## src/hdl/cpt_pkg.sv

```systemverilog
// Shared constants, types and CORDIC step function for the Clarke/Park unit.
// Depends on nothing; used by every other file under hdl.
package cpt_pkg;

  // CORDIC layout: sixteen micro-rotations, two per register stage.
  localparam int CORDIC_STEPS    = 16;
  localparam int STEPS_PER_STAGE = 2;
  localparam int CORDIC_STAGES   = CORDIC_STEPS / STEPS_PER_STAGE;
  localparam int STEP_IDX_W      = $clog2(CORDIC_STEPS);
  // Reduction register, rotation stages, sign fix-up register.
  localparam int CORDIC_LAT      = CORDIC_STAGES + 2;
  // Product register, sum register, saturation register.
  localparam int MAC_LAT         = 3;

  localparam int TURN_W    = 32;  // angle scaled to 32 bits per turn
  localparam int TRIG_W    = 32;  // sine, cosine and constants, Q2.30
  localparam int CW        = 34;  // CORDIC datapath, headroom over Q2.30
  localparam int FRAC_BITS = 30;

  localparam logic signed [TRIG_W-1:0] CORDIC_GAIN    = 32'sd652032874;
  localparam logic signed [TRIG_W-1:0] INV_SQRT3_Q30  = 32'sd619925131;
  localparam logic signed [TRIG_W-1:0] SQRT3_HALF_Q30 = 32'sd929887698;
  localparam logic signed [TRIG_W-1:0] NEG_HALF_Q30   = -32'sd536870912;

  typedef struct packed {
    logic signed [CW-1:0] x;
    logic signed [CW-1:0] y;
    logic signed [CW-1:0] z;
  } cpt_vec_t;

  // Arctangent of 2^-i as a fraction of a turn, 32 bits per turn.
  function automatic logic signed [CW-1:0] atan_turn(input logic [STEP_IDX_W-1:0] idx);
    logic signed [CW-1:0] val;
    case (idx)
      4'd0:    val = 34'sd536870912;
      4'd1:    val = 34'sd316933406;
      4'd2:    val = 34'sd167458908;
      4'd3:    val = 34'sd85004756;
      4'd4:    val = 34'sd42667334;
      4'd5:    val = 34'sd21354465;
      4'd6:    val = 34'sd10679839;
      4'd7:    val = 34'sd5340245;
      4'd8:    val = 34'sd2670163;
      4'd9:    val = 34'sd1335087;
      4'd10:   val = 34'sd667544;
      4'd11:   val = 34'sd333772;
      4'd12:   val = 34'sd166886;
      4'd13:   val = 34'sd83443;
      4'd14:   val = 34'sd41722;
      4'd15:   val = 34'sd20861;
      default: val = '0;
    endcase
    return val;
  endfunction

  // One micro-rotation: steer toward zero residual angle.
  function automatic cpt_vec_t cordic_step(input cpt_vec_t v,
                                           input logic [STEP_IDX_W-1:0] idx);
    cpt_vec_t r;
    logic signed [CW-1:0] xs;
    logic signed [CW-1:0] ys;
    xs = v.x >>> idx;
    ys = v.y >>> idx;
    if (!v.z[CW-1]) begin
      r.x = v.x - ys;
      r.y = v.y + xs;
      r.z = v.z - atan_turn(idx);
    end else begin
      r.x = v.x + ys;
      r.y = v.y - xs;
      r.z = v.z + atan_turn(idx);
    end
    return r;
  endfunction

endpackage

```

## src/hdl/cpt_mac.sv

```systemverilog
// Pipelined two-product sum or difference with Q30 rounding and saturation.
// Depends on cpt_pkg for the fraction width.
module cpt_mac #(
  parameter int A_W      = 16,
  parameter int B_W      = 32,
  parameter int OUT_W    = 16,
  parameter bit SUBTRACT = 1'b0
) (
  input  logic                    clk,
  input  logic signed [A_W-1:0]   a,
  input  logic signed [B_W-1:0]   b,
  input  logic signed [A_W-1:0]   c,
  input  logic signed [B_W-1:0]   d,
  output logic signed [OUT_W-1:0] result
);
  import cpt_pkg::*;

  localparam int PROD_W = A_W + B_W;
  localparam int ACC_W  = PROD_W + 2;

  localparam logic signed [ACC_W-1:0] ROUND_HALF =
    {{(ACC_W-FRAC_BITS){1'b0}}, 1'b1, {(FRAC_BITS-1){1'b0}}};
  localparam logic signed [ACC_W-1:0] SAT_HI =
    {{(ACC_W-OUT_W+1){1'b0}}, {(OUT_W-1){1'b1}}};
  localparam logic signed [ACC_W-1:0] SAT_LO =
    {{(ACC_W-OUT_W+1){1'b1}}, {(OUT_W-1){1'b0}}};

  logic signed [PROD_W-1:0] prod_ab;
  logic signed [PROD_W-1:0] prod_cd;
  logic signed [ACC_W-1:0]  acc;
  logic signed [ACC_W-1:0]  acc_shr;

  // Floor shift after adding half an LSB gives round-half-up.
  assign acc_shr = acc >>> FRAC_BITS;

  always_ff @(posedge clk) begin
    prod_ab <= a * b;
    prod_cd <= c * d;
    if (SUBTRACT) begin
      acc <= ACC_W'(prod_ab) - ACC_W'(prod_cd) + ROUND_HALF;
    end else begin
      acc <= ACC_W'(prod_ab) + ACC_W'(prod_cd) + ROUND_HALF;
    end
    if (acc_shr > SAT_HI) begin
      result <= SAT_HI[OUT_W-1:0];
    end else if (acc_shr < SAT_LO) begin
      result <= SAT_LO[OUT_W-1:0];
    end else begin
      result <= acc_shr[OUT_W-1:0];
    end
  end

endmodule

```

## config.mk

```make
export PLATFORM = sky130hd
export DESIGN_NAME = cpt_mac
export DESIGN_NICKNAME = d
export VERILOG_FILES = /design/src/hdl/cpt_pkg.sv /design/src/hdl/cpt_mac.sv
export SDC_FILE = /design/constraint.sdc
export NUM_CORES = 2
export LEC_CHECK = 0
export BUFFER_PORTS_ARGS = -buffer_cell sky130_fd_sc_hd__clkbuf_2
export CAP_MARGIN = 20
export CORE_MARGIN = 1.5
export CORE_UTILIZATION = 60
export CTS_CLUSTER_DIAMETER = 30
export DETAILED_ROUTE_END_ITERATION = 10
export PLACE_DENSITY = 0.78
export SETUP_SLACK_MARGIN = 0.4
export SLEW_MARGIN = 15
export SYNTH_ARGS = -nofsm -noshare
export SYNTH_HDL_FRONTEND = slang
export SYNTH_SLANG_ARGS = --single-unit
```

## constraint.sdc

```tcl
create_clock -name clk -period 10.1 [get_ports clk]
set_input_delay 1.515 -clock clk [delete_from_list [all_inputs] [get_ports clk]]
set_output_delay 1.515 -clock clk [all_outputs]
set_load 0.05 [all_outputs]
```

==> results.py <==
metrics = {
    "timing": {
        "rsz0062_at_grt": "false",
        "hold_violations": 0,
        "slew_headroom": 0.3142,
        "skew_ns": 0.01306,
        "slew_violations": 0,
        "max_freq_ghz": 0.1225,
        "hold_ws_ns": 0.3874,
        "setup-tns-final_ns": 0,
        "finalCritPeriodShare": 0.8081,
        "tightest_slew_ns": 1.003,
        "finalSetupViolCount": 0,
        "fin_crit_ns": 8.162,
    },
    "synth": {
        "ys_seq_elements": 132,
        "yosys_warnings": 0,
        "seq_area_frac_synth": 0.06480,
        "synth_fp_nets": 5900,
        "synth_area_um2": 40780,
        "async_flop_share": 0,
        "synth-xor-area-share": 0.02534,
        "syn-instance-count": 4509,
        "synth_mux_area_frac": 0.0004909,
        "synth_top_family_by_area": "adder cells",
        "synth-simple-area-share": 0.1534,
        "syn_avg_cell_area_um2": 9.045,
        "synth-edff-count": 0,
        "synthAdderAreaFrac": 0.5759,
        "synth_flop_cell": "dfxtp_1",
        "synth_cell_types": 74,
        "synth_compound_area_frac": 0.06068,
    },
    "setup_path": {
        "worstPathRequired_ns": 10.45,
        "path_max_fanout": 32,
        "start_kind": "primary input",
        "critPathCaptureType": "register",
        "r2r_cells": 11,
        "rrSetupSlack_ns": 6.24,
        "r2r_start": "prod_cd[2]",
        "path_class": "primary input to register",
        "cp.arrival_ns": 8.51,
        "r2r_end": "acc[49]",
    },
    "finish": {
        "final_cell_mix": "inv_1 (1114), fa_1 (972), nand2_1 (625)",
        "mostFrequentLayoutCell": "inv_1",
        "final_layout_size_suffix_gt1_frac": 0.03821,
        "diodes": 0,
        "syn_to_final_growth_pct": 3.749,
        "nets": 5854,
    },
    "worst_hold_path": {
        "hold_path.class": "register to register",
        "min_path_cells": 0,
        "holdPathEnd": "result[15]",
        "hp-start": "acc[49]",
    },
    "route": {
        "wl_um": 91980,
        "drt_iter0_drc": 1711,
        "drc": 0,
        "avgViaCountPerCell": 5.531,
        "postRouteAntennaNets": 0,
        "drtPass1Iterations": 7,
        "vias": 29580,
        "wl_per_cell_um": 17.20,
    },
    "place": {
        "dp_hpwl_um": 73920,
        "numPortBuffers": 112,
        "place_congestion": 0.8917,
    },
    "clock_network": {
        "clkTransAtPathRegs_ns": 0.06,
        "htree_num_levels": 4,
        "clock-root-buffer": "clkbuf_16",
        "numClockSinks": 132,
        "cts_resized": 0,
        "cts_setup_buffers": 0,
        "clock_latency_ns": 0.43,
        "cts_tree": "yes",
        "cts_inserted_buffers": 17,
        "hold_buffers": 0,
        "cts_buffer_depth": 2,
    },
    "die": {
        "dieWidth_um": 263.7,
        "coreArea_um2": 67280,
        "initial_core_util": 0.6062,
        "row_count": 95,
        "pin_count": 113,
        "fp.dieArea_um2": 69550,
        "die_h_um": 263.7,
    },
    "global_route": {
        "grt_use_total": 0.2824,
        "grt_max_degree": 33,
        "antenna_found_initial": 0,
        "grt_pass1_wl_um": 157300,
        "grt_pass1_vias": 32200,
        "gr-total-overflow": 0,
    },
    "run_status": {
        "status": "finished clean",
    },
    "job": {
        "max-cap-violations": 0,
    },
}
metal layers:
metal / vias up / part of all wire / track usage
met5: - / 0 / 0
met4: 0 / 0.047 / 0.1194
met3: 299 / 0.062 / 0.03850
met2: 1057 / 0.51 / 0.4946
met1: 15060 / 0.38 / 0.3516
li1: 13170 / - / -
metrics by stage:
stage,instance area (um2),setup slack [ns],instances,utilization
5_1_grt,42310,1.607,5348,0.6289
3_3_place_gp,41760,1.764,5317,0.6207
3_5_place_dp,41760,1.612,5317,0.6207
4_1_cts,42310,2.053,5348,0.6289
2_1_floorplan,40780,2.606,4509,-
6_report,42310,1.938,5348,0.6289
cell type report:
type / count / area, um2
clock inverters: 13 / 125.1
repair buffers: 112 / 560.5
inverters: 1116 / 4189
flip-flops and latches: 132 / 2643
fillers: 5611 / 24970
multi-input cells: 3084 / 33270
clock buffers: 18 / 429.2
well taps: 873 / 1092
critical path, stage by stage:
cell and delay [ns]:
clkbuf_2 0.61, nand2_1 0.17, fa_1 0.55, fa_1 0.51
fa_1 0.52, inv_1 0.05, fa_1 0.49, fa_1 0.50
inv_1 0.05, fa_1 0.51, inv_1 0.06, ha_1 0.34
a21oi_1 0.37, a211oi_1 0.13, or4b_1 0.56, o211ai_1 0.36
a21boi_1 0.23, o21ai_0 0.32, o221ai_1 0.25, a21boi_0 0.27
xnor2_1 0.14
cells in the mapped netlist, types with 3 or more instances:
cell | n | area share
nand2_1 | 625 | 0.058
nor2b_1 | 14 | 0.0021
o221ai_1 | 4 | 0.00086
a21o_1 | 67 | 0.012
xor2_1 | 32 | 0.0069
o21a_1 | 20 | 0.0037
clkbuf_1 | 171 | 0.016
o21bai_1 | 23 | 0.0042
o31ai_1 | 3 | 0.00055
nand2b_1 | 29 | 0.0044
a21boi_0 | 5 | 0.00092
and3_1 | 10 | 0.0015
inv_1 | 1114 | 0.10
a31o_2 | 3 | 0.00064
o211ai_1 | 12 | 0.0022
a41oi_1 | 5 | 0.0011
nor4_1 | 6 | 0.00092
or2_2 | 6 | 0.00092
a31oi_1 | 7 | 0.0011
a2111oi_0 | 3 | 0.00064
and2_1 | 412 | 0.063
nand4_1 | 16 | 0.0025
nor4b_1 | 4 | 0.00086
buf_1 | 4 | 0.00037
nor2_1 | 115 | 0.011
a211oi_1 | 13 | 0.0024
dfxtp_1 | 132 | 0.065
o311ai_0 | 4 | 0.00086
ha_1 | 322 | 0.099
and3_2 | 3 | 0.00055
a21o_2 | 5 | 0.0011
nor3_1 | 12 | 0.0015
xnor2_1 | 86 | 0.018
a221oi_1 | 4 | 0.00086
a21oi_1 | 102 | 0.013
a22oi_1 | 4 | 0.00074
nand3_1 | 29 | 0.0036
fa_1 | 972 | 0.48
o21ai_0 | 63 | 0.0077
sequential cells by signal (all words and copies together) (netlist names):
signal / count
acc: 20
prod_ab: 48
prod_cd: 48
result: 16
worst max-delay path by stage:
stage,startpoint,end,slack (ns),cells after the start
floorplan,a[7],prod_ab[44],2.61,24
global placement,c[1],prod_cd[42],1.76,21
detailed placement,c[1],prod_cd[42],1.61,21
CTS,c[1],prod_cd[42],2.05,21
global route,c[1],prod_cd[42],1.61,21
finish,c[1],prod_cd[42],1.94,21
cell families after synthesis:
kind of cell,count (synthesis)
AOI/OAI and AO/OA,373
adders and majority gates,1294
DFF,132
buffers and inverters,1293
muxes,2
and+or+nand+nor,1297
xor gates and xnor gates,118
Power is left out: the tool's default activity adds up to more than one toggle a clock period on the data nets, which glitch-free logic cannot reach.
