[src/hdl/cpt_pkg.sv]
// Shared constants, types and CORDIC step function for the Clarke/Park unit.
// Depends on nothing; used by every other file under hdl.
package cpt_pkg;

  // CORDIC layout: sixteen micro-rotations, two per register stage.
  localparam int CORDIC_STEPS    = 16;
  localparam int STEPS_PER_STAGE = 2;
  localparam int CORDIC_STAGES   = CORDIC_STEPS / STEPS_PER_STAGE;
  localparam int STEP_IDX_W      = $clog2(CORDIC_STEPS);
  // Reduction register, rotation stages, sign fix-up register.
  localparam int CORDIC_LAT      = CORDIC_STAGES + 2;
  // Product register, sum register, saturation register.
  localparam int MAC_LAT         = 3;

  localparam int TURN_W    = 32;  // angle scaled to 32 bits per turn
  localparam int TRIG_W    = 32;  // sine, cosine and constants, Q2.30
  localparam int CW        = 34;  // CORDIC datapath, headroom over Q2.30
  localparam int FRAC_BITS = 30;

  localparam logic signed [TRIG_W-1:0] CORDIC_GAIN    = 32'sd652032874;
  localparam logic signed [TRIG_W-1:0] INV_SQRT3_Q30  = 32'sd619925131;
  localparam logic signed [TRIG_W-1:0] SQRT3_HALF_Q30 = 32'sd929887698;
  localparam logic signed [TRIG_W-1:0] NEG_HALF_Q30   = -32'sd536870912;

  typedef struct packed {
    logic signed [CW-1:0] x;
    logic signed [CW-1:0] y;
    logic signed [CW-1:0] z;
  } cpt_vec_t;

  // Arctangent of 2^-i as a fraction of a turn, 32 bits per turn.
  function automatic logic signed [CW-1:0] atan_turn(input logic [STEP_IDX_W-1:0] idx);
    logic signed [CW-1:0] val;
    case (idx)
      4'd0:    val = 34'sd536870912;
      4'd1:    val = 34'sd316933406;
      4'd2:    val = 34'sd167458908;
      4'd3:    val = 34'sd85004756;
      4'd4:    val = 34'sd42667334;
      4'd5:    val = 34'sd21354465;
      4'd6:    val = 34'sd10679839;
      4'd7:    val = 34'sd5340245;
      4'd8:    val = 34'sd2670163;
      4'd9:    val = 34'sd1335087;
      4'd10:   val = 34'sd667544;
      4'd11:   val = 34'sd333772;
      4'd12:   val = 34'sd166886;
      4'd13:   val = 34'sd83443;
      4'd14:   val = 34'sd41722;
      4'd15:   val = 34'sd20861;
      default: val = '0;
    endcase
    return val;
  endfunction

  // One micro-rotation: steer toward zero residual angle.
  function automatic cpt_vec_t cordic_step(input cpt_vec_t v,
                                           input logic [STEP_IDX_W-1:0] idx);
    cpt_vec_t r;
    logic signed [CW-1:0] xs;
    logic signed [CW-1:0] ys;
    xs = v.x >>> idx;
    ys = v.y >>> idx;
    if (!v.z[CW-1]) begin
      r.x = v.x - ys;
      r.y = v.y + xs;
      r.z = v.z - atan_turn(idx);
    end else begin
      r.x = v.x + ys;
      r.y = v.y - xs;
      r.z = v.z + atan_turn(idx);
    end
    return r;
  endfunction

endpackage

[src/hdl/cpt_cordic.sv]
// Pipelined CORDIC sine/cosine generator, Q2.30 outputs.
// Depends on cpt_pkg for the step function, gain and stage layout.
module cpt_cordic #(
  parameter int ANGLE_WIDTH = 16
) (
  input  logic                             clk,
  input  logic [ANGLE_WIDTH-1:0]           angle,
  output logic signed [cpt_pkg::TRIG_W-1:0] sin_val,
  output logic signed [cpt_pkg::TRIG_W-1:0] cos_val
);
  import cpt_pkg::*;

  logic [TURN_W-1:0] turn;
  logic [TURN_W-1:0] turn_red;
  logic              flip;

  cpt_vec_t vec [CORDIC_STAGES+1];
  cpt_vec_t vec_next [CORDIC_STAGES];
  logic     neg [CORDIC_STAGES+1];

  // Fold the second and third quarter turns by half a turn; negate at the end.
  assign turn     = {angle, {(TURN_W-ANGLE_WIDTH){1'b0}}};
  assign flip     = turn[TURN_W-1] ^ turn[TURN_W-2];
  assign turn_red = {turn[TURN_W-1] ^ flip, turn[TURN_W-2:0]};

  always_comb begin
    cpt_vec_t t;
    for (int s = 0; s < CORDIC_STAGES; s++) begin
      t = vec[s];
      for (int k = 0; k < STEPS_PER_STAGE; k++) begin
        t = cordic_step(t, STEP_IDX_W'(s * STEPS_PER_STAGE + k));
      end
      vec_next[s] = t;
    end
  end

  always_ff @(posedge clk) begin
    vec[0].x <= CW'(CORDIC_GAIN);
    vec[0].y <= '0;
    vec[0].z <= CW'($signed(turn_red));
    neg[0]   <= flip;
    for (int s = 0; s < CORDIC_STAGES; s++) begin
      vec[s+1] <= vec_next[s];
      neg[s+1] <= neg[s];
    end
    if (neg[CORDIC_STAGES]) begin
      sin_val <= TRIG_W'(-vec[CORDIC_STAGES].y);
      cos_val <= TRIG_W'(-vec[CORDIC_STAGES].x);
    end else begin
      sin_val <= TRIG_W'(vec[CORDIC_STAGES].y);
      cos_val <= TRIG_W'(vec[CORDIC_STAGES].x);
    end
  end

endmodule

[config.mk]
export PLATFORM = sky130hd
export DESIGN_NAME = cpt_cordic
export DESIGN_NICKNAME = d
export VERILOG_FILES = /design/src/hdl/cpt_pkg.sv /design/src/hdl/cpt_cordic.sv
export SDC_FILE = /design/constraint.sdc
export NUM_CORES = 2
export LEC_CHECK = 0
export BUFFER_PORTS_ARGS = -buffer_cell sky130_fd_sc_hd__buf_2
export CORE_UTILIZATION = 65
export DETAILED_ROUTE_END_ITERATION = 10
export PLACE_DENSITY = 0.82
export SYNTH_ARGS = -nofsm -noshare
export SYNTH_HDL_FRONTEND = slang
export SYNTH_SLANG_ARGS = --single-unit
[constraint.sdc]
create_clock -name clk -period 12.65 [get_ports clk]
set_input_delay 1.265 -clock clk [delete_from_list [all_inputs] [get_ports clk]]
set_output_delay 1.265 -clock clk [all_outputs]
set_load 0.05 [all_outputs]
==> flow_summary.json <==
{
  "regToRegEndpoint": "vec[0][372]",
  "final_cell_count_no_fill": 14088,
  "setup-tns-final_ns": 0,
  "timing_worst_setup_path_type": "reg2reg",
  "crit_slowest_cell": "o41ai_1",
  "crit_top_cell": "o21ai_0",
  "hold_path_end": "neg[0][8]",
  "hold_path_startpoint": "neg[0][7]",
  "timing.max_slew.rel_slack_pct": 16.2,
  "viasPerCell": 6.41,
  "run_status": "finished, violations left",
  "sinks_on_the_clock_net": 788,
  "synthesis_to_layout_area_growth_pct": 5.74,
  "clkTransAtPathRegs_ns": 0.06,
  "post-synth-top-area-cell": "ha_1",
  "netlist_instances": 12113,
  "postSynth.asyncResetShare_pct": 0,
  "cts_post_setup_buffers_inserted": 0,
  "ctsRootBufferMaster": "clkbuf_16",
  "timing.max_cap.violations": 0,
  "ctsResizeCount": 0,
  "final-max-slew-violation-count": 0,
  "synthesis.nets": 13539,
  "clock_latency_on_the_worst_skew_pair_ns": 0.73,
  "drc": 9,
  "postRouteAntennaNets": 0,
  "nNetsFinal": 13536,
  "crit_path_end_kind": "flip-flop",
  "grt_max_degree": 71,
  "timing.hold.worst.class": "reg2reg",
  "failed_checks": "DRC",
  "mappedNetlistArea_sq_um": 94500,
  "routed_wl_um": 279000,
  "fin_util_pct": 69.4,
  "rsz0062_at_grt": "false",
  "critical_path.max_stage_delay_ns": 0.81,
  "synth_seq_cells": 788,
  "ff2ff_setup_slack_ns": 2.54,
  "grt_overflow_total": 0,
  "finalSetupViolCount": 0,
  "grt_antenna_before_repair": 8,
  "dp_hpwl_um": 225000,
  "synth_edf_count": 0,
  "ctsHtreeMaxLevel": 3,
  "gpl_congestion": 1.03,
  "required_ns": 13.26,
  "placed_cells_incl_taps": 13919,
  "cp-start-kind": "flip-flop",
  "synth.lib_cells_used.distinct": 109,
  "worst_clock_skew_ns": 0.0374,
  "avgSynthCellArea_sq_um": 7.80,
  "number_of_buffers_added_on_ports": 80,
  "ioPinCount": 81,
  "antenna_cells": 0,
  "max_slew.worst_pin.slew_ns": 1.25,
  "vias": 90353,
  "die_h_um": 383,
  "worst_hold_path.num_cells": 0,
  "postSynth.topFlopCell": "dfxtp_1",
  "cts_inserted_buffers": 92,
  "rows": 139,
  "period_share_pct": 79.9,
  "clock_tree.buffer_depth": 3,
  "finalHoldViolations": 0,
  "crit_fanout": 68,
  "synth.yosys.seq_area_share_pct": 16.7,
  "die_area_sq_um": 147000,
  "synthDominantCellAreaShare_pct": 18.1,
  "grt_use_total_pct": 36.5,
  "max_freq_mhz": 98.9,
  "critPathArrivalTime_ns": 10.72,
  "timing.hold.ws_ns": 0.327,
  "wl_per_cell_um": 19.8,
  "grt_pass1_vias": 85883,
  "cts_tree": "built",
  "drive_above_1_share_pct": 3.77,
  "die_w_um": 383,
  "drtPass1Iterations": 9,
  "cts-hold-fix-buffers": 0,
  "finalCriticalPeriod_ns": 10.11,
  "timing.reg2reg.worst_path_depth": 30,
  "core_region_area_sq_um": 144000,
  "synth.top_cells.by_area": "ha_1 (18%), dfxtp_1 (17%), xnor2_1 (12%)",
  "start_util_pct": 65.6,
  "timing.rr.start": "vec[0][237]",
  "grt_first_pass_wirelength_um": 444000,
  "yosysWarnings": 0,
  "drtIter0Drc": 7820
}
state kept, by name, summed over array words and instances, names as in the netlist:
name and flops:
vec 715, neg 9, cos_val 32, sin_val 32
logic make-up after synthesis:
| kind of cell | count (synthesis) | share of synthesized area [%] |
|---|---|---|
| AO/OA/AOI/OAI | 3778 | 25.7 |
| AND/OR/NAND/NOR | 3457 | 18.0 |
| XOR/XNOR | 1799 | 16.7 |
| adder cells (fa/ha/maj) | 1409 | 19.0 |
| buffers and inverters | 824 | 3.28 |
| flip-flops | 788 | 16.7 |
| multiplexers | 58 | 0.639 |
cell usage after synthesis (27+ instances only):
| cell | n |
|---|---|
| o21a_1 | 230 |
| and2_1 | 78 |
| o31a_1 | 53 |
| mux2i_1 | 39 |
| nand3_1 | 226 |
| a311oi_1 | 29 |
| nor3_1 | 343 |
| clkbuf_1 | 186 |
| a211o_1 | 47 |
| or2_2 | 66 |
| buf_1 | 28 |
| a21oi_1 | 1215 |
| o41ai_1 | 49 |
| or3_1 | 116 |
| or4_1 | 47 |
| o21ai_1 | 27 |
| a41oi_1 | 29 |
| and3_1 | 106 |
| nor4_1 | 71 |
| dfxtp_1 | 788 |
| nand2b_1 | 183 |
| o21bai_1 | 141 |
| fa_1 | 40 |
| a31o_2 | 37 |
| o211ai_1 | 58 |
| a21boi_0 | 50 |
| a31oi_1 | 174 |
| nand2_1 | 728 |
| xnor2_1 | 1257 |
| o31ai_1 | 109 |
| nand3b_1 | 31 |
| xor2_1 | 537 |
| nor2_1 | 1055 |
| nor3b_1 | 32 |
| ha_1 | 1369 |
| nor2b_1 | 162 |
| o21ai_0 | 635 |
| a211oi_1 | 109 |
| inv_1 | 602 |
| nand4_1 | 93 |
| a21o_1 | 509 |
| and4_1 | 34 |
area by class of cell:
type	instances	area (sq um)
multi-input combinational	10501	75700
fill	11964	44100
sequential	788	15800
clock buffer	115	2500
tap	1903	2380
inverter	606	2270
timing repair buffer	121	708
clock inverter	54	627
worst max-delay path by stage:
stage	from	to	slack [ns]	depth (start not counted)
3_3_place_gp	vec[0][237]	vec[0][372]	3.17	30
3_5_place_dp	vec[0][237]	vec[0][372]	2.87	30
2_1_floorplan	vec[0][135]	vec[0][305]	4.34	31
5_1_grt	vec[0][237]	vec[0][372]	1.92	30
6_report	vec[0][237]	vec[0][372]	2.54	30
4_1_cts	vec[0][237]	vec[0][372]	2.78	30
routing by layer:
metal / wire length (um) / global-route usage, % / up-vias
li1: - / - / 43979
met1: 117000 / 45.2 / 42156
met2: 130000 / 62.7 / 3471
met3: 17800 / 4.54 / 745
met4: 13800 / 16.9 / 2
met5: 8 / 0 / -
worst max-delay path, delay by kind of cell, from the launching register on:
family                     cells  cell delay [ns]
buffers and inverters          4             2.49
AOI/OAI and AO/OA             15             4.63
DFF                            1             0.31
adders and majority gates      2             0.87
xor gates and xnor gates       2             0.32
and+or+nand+nor                7             1.25
stage by stage:
stage	setup slack [ns]	instance area, sq um
2_1_floorplan	4.34	94500
3_3_place_gp	3.17	96800
3_5_place_dp	2.87	96800
4_1_cts	2.78	99900
5_1_grt	1.92	99900
6_report	2.54	99900
cell usage in the layout (no fill, tap or decap), types with 108 or more instances in the layout:
| master | count |
|---|---|
| nor2_1 | 1055 |
| nand2b_1 | 183 |
| or3_1 | 116 |
| dfxtp_1 | 780 |
| o21a_1 | 230 |
| inv_1 | 601 |
| a31oi_1 | 174 |
| xor2_1 | 537 |
| nor3_1 | 343 |
| a211oi_1 | 109 |
| nand2_1 | 728 |
| o21bai_1 | 141 |
| o21ai_0 | 635 |
| o31ai_1 | 108 |
| ha_1 | 1369 |
| a21o_1 | 508 |
| nor2b_1 | 162 |
| xnor2_1 | 1257 |
| nand3_1 | 226 |
| a21oi_1 | 1215 |
Power is not shown: default switching activity piles up to over one toggle a cycle in this logic, so the estimate is an artifact.
